**src/srpg_pkg.sv**
```systemverilog
// srpg_pkg: shared types, codes and the microcode table of the stepper ramp
// period generator. Used by srpg_datapath and stepper_ramp_period_generator.
// No dependencies.
`default_nettype none
package srpg_pkg;

	localparam int UPC_W = 5;
	localparam logic [UPC_W-1:0] UPC_FIN = 5'd21;

	localparam int F_W   = 98;   // factor 1 +/- q + 1.5q^2, 32.32 plus headroom
	localparam int ACC_W = 128;

	typedef enum logic [2:0] {
		PH_START = 3'd0,
		PH_UP    = 3'd1,
		PH_CRUISE = 3'd2,
		PH_DOWN  = 3'd3,
		PH_END   = 3'd4
	} phase_t;

	typedef enum logic [3:0] {
		MS_NONE,
		MS_PP,
		MS_M0P0,
		MS_M0P1,
		MS_M1P0,
		MS_M1P1,
		MS_Q00,
		MS_Q01,
		MS_Q11,
		MS_PF0,
		MS_PF1
	} mul_sel_t;

	typedef enum logic [2:0] {
		AC_NONE,
		AC_LOAD0,
		AC_ADD32,
		AC_ADD33,
		AC_ADD64
	} acc_op_t;

	typedef enum logic [2:0] {
		MV_NONE,
		MV_P2,
		MV_Q,
		MV_F1,
		MV_F2,
		MV_F3,
		MV_R
	} mv_t;

	typedef enum logic [1:0] {
		SQ_NEXT,
		SQ_JMP_FIXED,
		SQ_FIN
	} seq_t;

	typedef struct packed {
		mul_sel_t mul_sel;
		acc_op_t  acc_op;
		mv_t      mv;
		seq_t     seq;
	} ucw_t;

	localparam ucw_t UCW_NOP = '{mul_sel: MS_NONE, acc_op: AC_NONE, mv: MV_NONE, seq: SQ_FIN};

	function automatic ucw_t mk(mul_sel_t ms, acc_op_t ac, mv_t mv, seq_t sq);
		ucw_t w;
		w.mul_sel = ms;
		w.acc_op  = ac;
		w.mv      = mv;
		w.seq     = sq;
		return w;
	endfunction

	// product of a step is in the product register at the next step,
	// a move sees the accumulator of the step before
	function automatic ucw_t ucode(logic [UPC_W-1:0] upc);
		ucw_t w;
		case (upc)
			5'd0:  w = mk(MS_NONE, AC_NONE,  MV_NONE, SQ_JMP_FIXED);
			5'd1:  w = mk(MS_PP,   AC_NONE,  MV_NONE, SQ_NEXT);
			5'd2:  w = mk(MS_NONE, AC_LOAD0, MV_NONE, SQ_NEXT);
			5'd3:  w = mk(MS_NONE, AC_NONE,  MV_P2,   SQ_NEXT);
			5'd4:  w = mk(MS_M0P0, AC_NONE,  MV_NONE, SQ_NEXT);
			5'd5:  w = mk(MS_M0P1, AC_LOAD0, MV_NONE, SQ_NEXT);
			5'd6:  w = mk(MS_M1P0, AC_ADD32, MV_NONE, SQ_NEXT);
			5'd7:  w = mk(MS_M1P1, AC_ADD32, MV_NONE, SQ_NEXT);
			5'd8:  w = mk(MS_NONE, AC_ADD64, MV_NONE, SQ_NEXT);
			5'd9:  w = mk(MS_NONE, AC_NONE,  MV_Q,    SQ_NEXT);
			5'd10: w = mk(MS_Q00,  AC_NONE,  MV_NONE, SQ_NEXT);
			5'd11: w = mk(MS_Q01,  AC_LOAD0, MV_NONE, SQ_NEXT);
			5'd12: w = mk(MS_Q11,  AC_ADD33, MV_NONE, SQ_NEXT);
			5'd13: w = mk(MS_NONE, AC_ADD64, MV_NONE, SQ_NEXT);
			5'd14: w = mk(MS_NONE, AC_NONE,  MV_F1,   SQ_NEXT);
			5'd15: w = mk(MS_NONE, AC_NONE,  MV_F2,   SQ_NEXT);
			5'd16: w = mk(MS_NONE, AC_NONE,  MV_F3,   SQ_NEXT);
			5'd17: w = mk(MS_PF0,  AC_NONE,  MV_NONE, SQ_NEXT);
			5'd18: w = mk(MS_PF1,  AC_LOAD0, MV_NONE, SQ_NEXT);
			5'd19: w = mk(MS_NONE, AC_ADD32, MV_NONE, SQ_NEXT);
			5'd20: w = mk(MS_NONE, AC_NONE,  MV_R,    SQ_NEXT);
			5'd21: w = mk(MS_NONE, AC_NONE,  MV_NONE, SQ_FIN);
			default: w = UCW_NOP;
		endcase
		return w;
	endfunction

endpackage
`default_nettype wire

```
**src/srpg_datapath.sv**
```systemverilog
// srpg_datapath: shared 32x32 multiplier, 128-bit accumulator and the
// working registers of the ramp recurrence, driven by microcode words.
// Depends on srpg_pkg.
`default_nettype none
module srpg_datapath (
	input  wire logic              clk,
	input  wire srpg_pkg::ucw_t    ctrl,
	input  wire logic              ramp_up,
	input  wire logic [31:0]       period,
	input  wire logic [55:0]       accel_m,
	output logic      [31:0]       ramp_val
);
	import srpg_pkg::*;

	logic [31:0]      mul_a, mul_b;
	logic [63:0]      prod_q;
	logic [ACC_W-1:0] acc_q;
	logic [63:0]      p2_q;
	logic [63:0]      q_q;
	logic [F_W-1:0]   f_q;
	logic [31:0]      r_q;
	logic [31:0]      m1;
	logic [F_W:0]     f_diff;
	logic [31:0]      r_next;

	assign m1 = {8'b0, accel_m[55:32]};

	always_comb begin
		case (ctrl.mul_sel)
			MS_PP:   begin mul_a = period;         mul_b = period;       end
			MS_M0P0: begin mul_a = accel_m[31:0];  mul_b = p2_q[31:0];   end
			MS_M0P1: begin mul_a = accel_m[31:0];  mul_b = p2_q[63:32];  end
			MS_M1P0: begin mul_a = m1;             mul_b = p2_q[31:0];   end
			MS_M1P1: begin mul_a = m1;             mul_b = p2_q[63:32];  end
			MS_Q00:  begin mul_a = q_q[31:0];      mul_b = q_q[31:0];    end
			MS_Q01:  begin mul_a = q_q[31:0];      mul_b = q_q[63:32];   end
			MS_Q11:  begin mul_a = q_q[63:32];     mul_b = q_q[63:32];   end
			MS_PF0:  begin mul_a = period;         mul_b = f_q[31:0];    end
			MS_PF1:  begin mul_a = period;         mul_b = f_q[63:32];   end
			default: begin mul_a = '0;             mul_b = '0;           end
		endcase
	end

	// ramp up subtracts q, floored at zero
	assign f_diff = {1'b0, f_q} - {35'b0, q_q};

	always_comb begin
		if (period == '0) begin
			r_next = '0;
		end else if (f_q[F_W-1:64] != '0 || acc_q[95:64] != '0) begin
			r_next = '1;
		end else begin
			r_next = acc_q[63:32];
		end
	end

	always_ff @(posedge clk) begin
		if (ctrl.mul_sel != MS_NONE) begin
			prod_q <= mul_a * mul_b;
		end
		case (ctrl.acc_op)
			AC_LOAD0: acc_q <= {64'b0, prod_q};
			AC_ADD32: acc_q <= acc_q + {32'b0, prod_q, 32'b0};
			AC_ADD33: acc_q <= acc_q + {31'b0, prod_q, 33'b0};
			AC_ADD64: acc_q <= acc_q + {prod_q, 64'b0};
			default: ;
		endcase
		case (ctrl.mv)
			MV_P2: p2_q <= acc_q[63:0];
			MV_Q:  q_q  <= acc_q[119:56];
			// q^2 >> 32 plus half of it
			MV_F1: f_q  <= {2'b0, acc_q[127:32]} + {3'b0, acc_q[127:33]};
			MV_F2: f_q  <= f_q + {{(F_W-33){1'b0}}, 1'b1, 32'b0};
			MV_F3: begin
				if (ramp_up) begin
					f_q <= f_diff[F_W] ? '0 : f_diff[F_W-1:0];
				end else begin
					f_q <= f_q + {34'b0, q_q};
				end
			end
			MV_R:  r_q  <= r_next;
			default: ;
		endcase
	end

	assign ramp_val = r_q;

endmodule
`default_nettype wire

```
**config.mk**
```make
export PLATFORM = sky130hd
export DESIGN_NAME = srpg_datapath
export DESIGN_NICKNAME = d
export VERILOG_FILES = /design/src/srpg_pkg.sv /design/src/srpg_datapath.sv
export SDC_FILE = /design/constraint.sdc
export NUM_CORES = 2
export LEC_CHECK = 0
export CAP_MARGIN = 20
export CORE_MARGIN = 3
export CORE_UTILIZATION = 25
export CTS_BUF_LIST = sky130_fd_sc_hd__clkbuf_8
export CTS_CLUSTER_SIZE = 28
export DETAILED_ROUTE_END_ITERATION = 12
export DONT_BUFFER_PORTS = 1
export HOLD_SLACK_MARGIN = 0.06
export PLACE_DENSITY_LB_ADDON = 0.25
export REMOVE_ABC_BUFFERS = 1
export SYNTH_ARGS = -nofsm -noshare
export SYNTH_HDL_FRONTEND = slang
export SYNTH_SLANG_ARGS = --single-unit
```
**constraint.sdc**
```tcl
create_clock -name clk -period 35.5 [get_ports clk]
set_input_delay 7.1 -clock clk [delete_from_list [all_inputs] [get_ports clk]]
set_output_delay 7.1 -clock clk [all_outputs]
set_load 0.03 [all_outputs]
```
# [Word level (Yosys, flattened, before mapping)]
# Index checks and enable logic that the tools add are counted.
[word_totals] regBits=450 latch_bits=0 inputBits=102 elab_cells=55 output_inout_bits=32 mem_bits_rw=0 mem_bits_ro=0 mem_count=0
[classes] n_bitwise=0 add_sub_neg=7 n_eq_ne=20 mux=7 reduce_logical=14 mul=1 div_mod_pow=0 shift=0 order_cmp=0
[op_table] op="$pmux W128 S4" n=1
[op_table] op="$pmux W98 S3" n=1
[op_table] op="$pmux W32 S7" n=1
[op_table] op="$mux W98" n=2
[op_table] op="$pmux W32 S5" n=1
[op_table] op="$add A128 B128 Y128" n=1
[op_table] op="$add A128 B96 Y128" n=1
[op_table] op="$add A128 B97 Y128" n=1
[op_table] op="$sub A98 B64 Y99" n=1
[op_table] op="$add A98 B33 Y98 const B" n=1
[op_table] op="$add A98 B64 Y98" n=1
[op_table] op="$add A96 B95 Y97" n=1
[op_table] op="$mul A32 B32 Y64" n=1
[op_table] op="$reduce_bool A34 Y1" n=1
[op_table] op="$logic_not A32 Y1" n=1
[op_table] op="$mux W32" n=1
[op_table] op="$reduce_bool A32 Y1" n=1
[op_table] op="$eq A4 B3 Y1 const B" n=4
[op_table] op="$eq A3 B2 Y1 const B" n=4
[op_table] op="$eq A3 B3 Y1 const B" n=4
[op_table] op="$eq A4 B4 Y1 const B" n=3
[op_table] op="$reduce_or A2 Y1" n=6
[op_table] op="$eq A4 B2 Y1 const B" n=2
[op_table] op="$reduce_bool A4 Y1" n=2
[op_table] op="5 further kinds" n=6

# [Depth between registers and ports, before layout]
[logic_depth] depth_word=4 mapped_depth=40 mapped_depth_nobuf=36

# [Worst setup path before layout]
# OpenSTA, ideal clock, no wires.
[synth_timing] path_kind="input to register" start="in ctrl[10] (netlist bit)" end="reg prod_q[63], data pin" setup_time_ps=262 required_ps=35238 path_buffers=5 path_slack_ps=19065 stages=36 t_arrival_ps=16173 cell_sequence="nor3b_1 or2_2 clkbuf_1 and2_0 clkbuf_1 clkbuf_1 nand2_1 nand2_1 a211oi_1 clkbuf_1 nor2_1 fa_1 fa_1 fa_1 inv_1 fa_1 inv_1 fa_1 fa_1 fa_1 inv_1 fa_1 inv_1 ha_1 clkbuf_1 nand4_1 nor2_1 nand4_1 a21oi_1 nor3_1 o31ai_1 a31oi_1 o41ai_2 nand2_1 a211oi_1 xnor2_1"
[synth_via] elab_chain_cells=4 word_cells_on_any_way=20 classes_between="1 x mul; 10 x eq/ne; 2 x mux; 7 x reduce/logical"
[synth_rtl] element="from (decl)" line_no="srpg_datapath.sv:7" source="input wire srpg_pkg::ucw_t ctrl,"
[synth_rtl] element="$eq A4 B4 Y1, or another cell as far along" line_no="srpg_datapath.sv:29" source="case (ctrl.mul_sel)"
[synth_rtl] element="$reduce_or A3 Y1 (no line) / $reduce_or A2 Y1 (equally long branches)"
[synth_rtl] element="$pmux W32 S5 / $pmux W32 S7 (equally long branches)" line_no="srpg_datapath.sv:29"
[synth_rtl] element="$mul A32 B32 Y64 *" line_no="srpg_datapath.sv:59" source="prod_q <= mul_a * mul_b;"
[synth_rtl] element="to (signal assigned)" line_no="srpg_datapath.sv:59"
[synth_rtl] element="to (decl)" line_no="srpg_datapath.sv:16" source="logic [63:0] prod_q;"
# Mark *: on every way between the ends. The rest lies on a longest branch, timed or not.
# A chain may end at the register's enable or synchronous reset.

# [Worst setup path after layout]
# Ends and elaborated chain as after synthesis.

==> impl_metrics.tcl <==
set metrics [dict create \
    status "complete, no violations" \
    finalMaxSlewViolations 0 \
    hold_end "p2_q[22]" \
    fin_crit_sh_pct 50.6 \
    die_x_um 573 \
    post_cts_buffers 0 \
    design.core.area_sq_um 319000 \
    ir_worst_vdd_uv 224 \
    cts-root-buf "clkbuf_8" \
    dr.max_layer_used "met5" \
    finClkSkew_ns 0.0726 \
    met3_length_mm 34.6 \
    whs_path_depth 0 \
    finalHoldViolCount 0 \
    worstMarginPinSlew_ns 1.45 \
    ctsLongestPathBuffers 3 \
    power_frac_comb_pct 79.6 \
    antenna_found_initial 49 \
    rows 207 \
    htreeDepth 3 \
    insertion_delay_ns 0.90 \
    maxCapViolCount 0 \
    fillers 34400 \
    synth-seq-cells 450 \
    start_util_pct 25.2 \
    drc_errors 0 \
    port_buffers 0 \
    finalInstanceArea_sq_um 87800 \
    cellPowerDensity_nw_per_um2 108 \
    cts_sinks 450 \
    placed_area_sq_um 85600 \
    rr_startpoint "f_q[41]" \
    clk_pin_slew_ns 0.06 \
    die_h_um 573 \
    synth.avg_cell_area_sq_um 8.28 \
    slowest_stage "a222oi_1" \
    postRouteAntennaNets 0 \
    start_kind "primary input" \
    wirelength_mm 395 \
    cts_tree "done" \
    hold_path_class "reg2reg" \
    yosysWarnings 0 \
    hpwl_mm 316 \
    area_growth_pct 9.33 \
    hold_buffers 0 \
    critPathKind "in2reg" \
    grt_setup_unrepaired "false" \
    post-route-min-period_ns 17.96 \
    yosysUniqueCellTypes 106 \
    cp.arrival_ns 18.56 \
    synth-main-ff-cell "edfxtp_1" \
    synthTopCellsByArea "fa_1 22%, edfxtp_1 17%, ha_1 11%, inv_1 5.9%, nand2_1 5.3%" \
    reg2reg_slack_ns 23.69 \
    synth_top_area_share_pct 22.5 \
    grt_pass1_wl_mm 559 \
    p_seq_share_pct 13.4 \
    firstDrtPassIters 10 \
    first_iter_violations 8295 \
    grt_use_total_pct 23.6 \
    dr_wl_met2_mm 173 \
    grt.overflow.total 0 \
    num_io_pins 134 \
    synth_seq_area_share_pct 16.8 \
    grt_max_degree 110 \
    total_power_mw 9.49 \
    cts_resized 0 \
    nets 11200 \
    clock.fmax_mhz 55.7 \
    leakage_nw 37.8 \
    async_reset_ff_share_pct 0 \
    grt_pass1_vias 74500 \
    synth_area_sq_um 80300 \
    synth_enable_flop_cells 450 \
    routedWlPerCell_um 28.5 \
    numCtsBuffers 100 \
    viasPerCell 5.45 \
    worst_r2r_endpoint "prod_q[63]" \
    rr_worst_depth 30 \
    crit_path_end_kind "register" \
    yosys.area.top_type "fa_1" \
    vias 75600 \
    p_sw_share_pct 59.2 \
    syn-instance-count 9694 \
    power.switching_mw 5.62 \
    p_clk_share_pct 7.0 \
    slew_headroom_pct 3.45 \
    gp_congestion 0.978 \
    path_max_fanout 33 \
    die_area_sq_um 328000 \
    critPathMaxStageDelay_ns 1.27 \
    setup_viol 0 \
    tns_ns 0 \
    internal-power_mw 3.87 \
    critical_path_required_ns 36.10 \
    drive_gt1_share_pct 5.18 \
    drt-met1-wl_mm 166 \
    hp-start "acc_q[22]" \
    path_common_cell "fa_1" \
]
[synth_stat cells (all sizes together) (34+ instances only)]
cell    count
o21ai     409
xnor2     291
inv      1265
a21oi     642
or3        49
nor4       60
nor2      988
a21o      230
buf        70
xor2      169
nand2b     56
o31ai      44
o21bai    115
ha        696
edfxtp    450
o22ai      86
nor2b      63
and4       34
and2       55
nand4     173
a31oi      65
clkbuf    451
o21a       87
a211oi     95
nand3     150
nor3      153
o211ai     49
nand2    1132
fa        902
a221oi     47
and3       79
a211o      38
a22oi      97
[metrics by stage]
stage / instances / setup slack, ns / hold slack [ns] / utilization (%)
3_3_place_gp: 13600 / 16.87 / 0.402 / 26.8
4_1_cts: 13800 / 17.75 / 0.398 / 27.5
2_1_floorplan: 9173 / 16.51 / 0.400 / -
5_1_grt: 13900 / 17.13 / 0.395 / 27.5
3_5_place_dp: 13600 / 16.83 / 0.405 / 26.8
6_report: 13900 / 17.54 / 0.392 / 27.5
[sequential cells by signal, summed over array words and instances (netlist names)]
name / count
p2_q: 64
acc_q: 128
ramp_val: 32
f_q: 98
q_q: 64
prod_q: 64
[kinds of logic after synthesis]
group,Yosys count,share of synthesized area (%)
simple gates,3073,17.1
compound gates,2308,19.0
buf+inv,1786,8.43
fa+ha+maj,1598,33.3
xor+xnor,460,5.02
flops,450,16.8
mux,19,0.242
[how the worst max path moves through the flow]
stage	slack (ns)	startpoint	to
CTS	17.75	ctrl[11]	prod_q[63]
global route	17.13	ctrl[11]	prod_q[63]
detailed placement	16.83	ctrl[11]	prod_q[63]
global placement	16.87	ctrl[11]	prod_q[63]
finish	17.54	ctrl[10]	prod_q[63]
floorplan	16.51	ctrl[10]	prod_q[57]
[layout make-up]
| class | instances | area (sq um) | share of cell area (%) |
|---|---|---|---|
| inverter | 1265 | 4750 | 5.41 |
| antenna | 31 | 77.6 | 0.0884 |
| multi-input combinational | 7458 | 60500 | 69.0 |
| clock buffer | 101 | 1390 | 1.58 |
| tap | 4284 | 5360 | 6.11 |
| clock inverter | 85 | 714 | 0.814 |
| sequential | 450 | 13500 | 15.4 |
| timing repair buffer | 191 | 1430 | 1.63 |
[power groups by stage]
| stage | clock network, mW | logic (mW) | registers (mW) |
|---|---|---|---|
| 2_1_floorplan | 0 | 4.84 | 1.00 |
| 3_3_place_gp | 0 | 7.43 | 1.27 |
| 3_5_place_dp | 0 | 7.39 | 1.27 |
| 4_1_cts | 0.672 | 7.48 | 1.26 |
| 5_1_grt | 0.693 | 8.24 | 1.26 |
| 6_report | 0.662 | 7.56 | 1.27 |
[metal layers]
metal / GRT usage (%) / up-vias
met5: 0 / -
met4: 11.0 / 12
met3: 4.70 / 753
met2: 36.5 / 3604
met1: 31.5 / 38500
li1: - / 32700
[cell usage in the layout, fill, tap and decap left out, types with 32 or more instances in the layout]
cell,netlist,layout
inv_1,1265,1283
nand2_1,1132,1128
nor2_1,988,983
fa_1,902,902
ha_1,696,696
a21oi_1,639,638
edfxtp_1,450,450
o21ai_0,393,393
xnor2_1,291,291
a21o_1,229,227
buf_4,1,189
nand4_1,173,173
xor2_1,169,169
nand3_1,150,150
nor3_1,150,148
o21bai_1,114,114
clkbuf_8,0,101
a22oi_1,97,97
o21a_1,87,87
o22ai_1,85,85
and3_1,77,77
a211oi_1,93,67
a31oi_1,65,65
nor2b_1,63,61
nor4_1,59,59
nand2b_1,56,54
and2_1,51,50
o211ai_1,47,47
or3_1,46,46
a221oi_1,45,42
o31ai_1,40,40
a211o_1,38,38
a222oi_1,32,32
and4_1,34,32
[worst max-delay path, delay by kind of cell]
family,cells,cell delay [ns]
adders and majority gates,9,4.44
buffers and inverters,6,0.92
AOI/OAI and AO/OA,11,4.41
and+or+nand+nor,6,1.55
xor gates and xnor gates,1,0.11
Note: power is estimated with default switching activity, not from simulation.
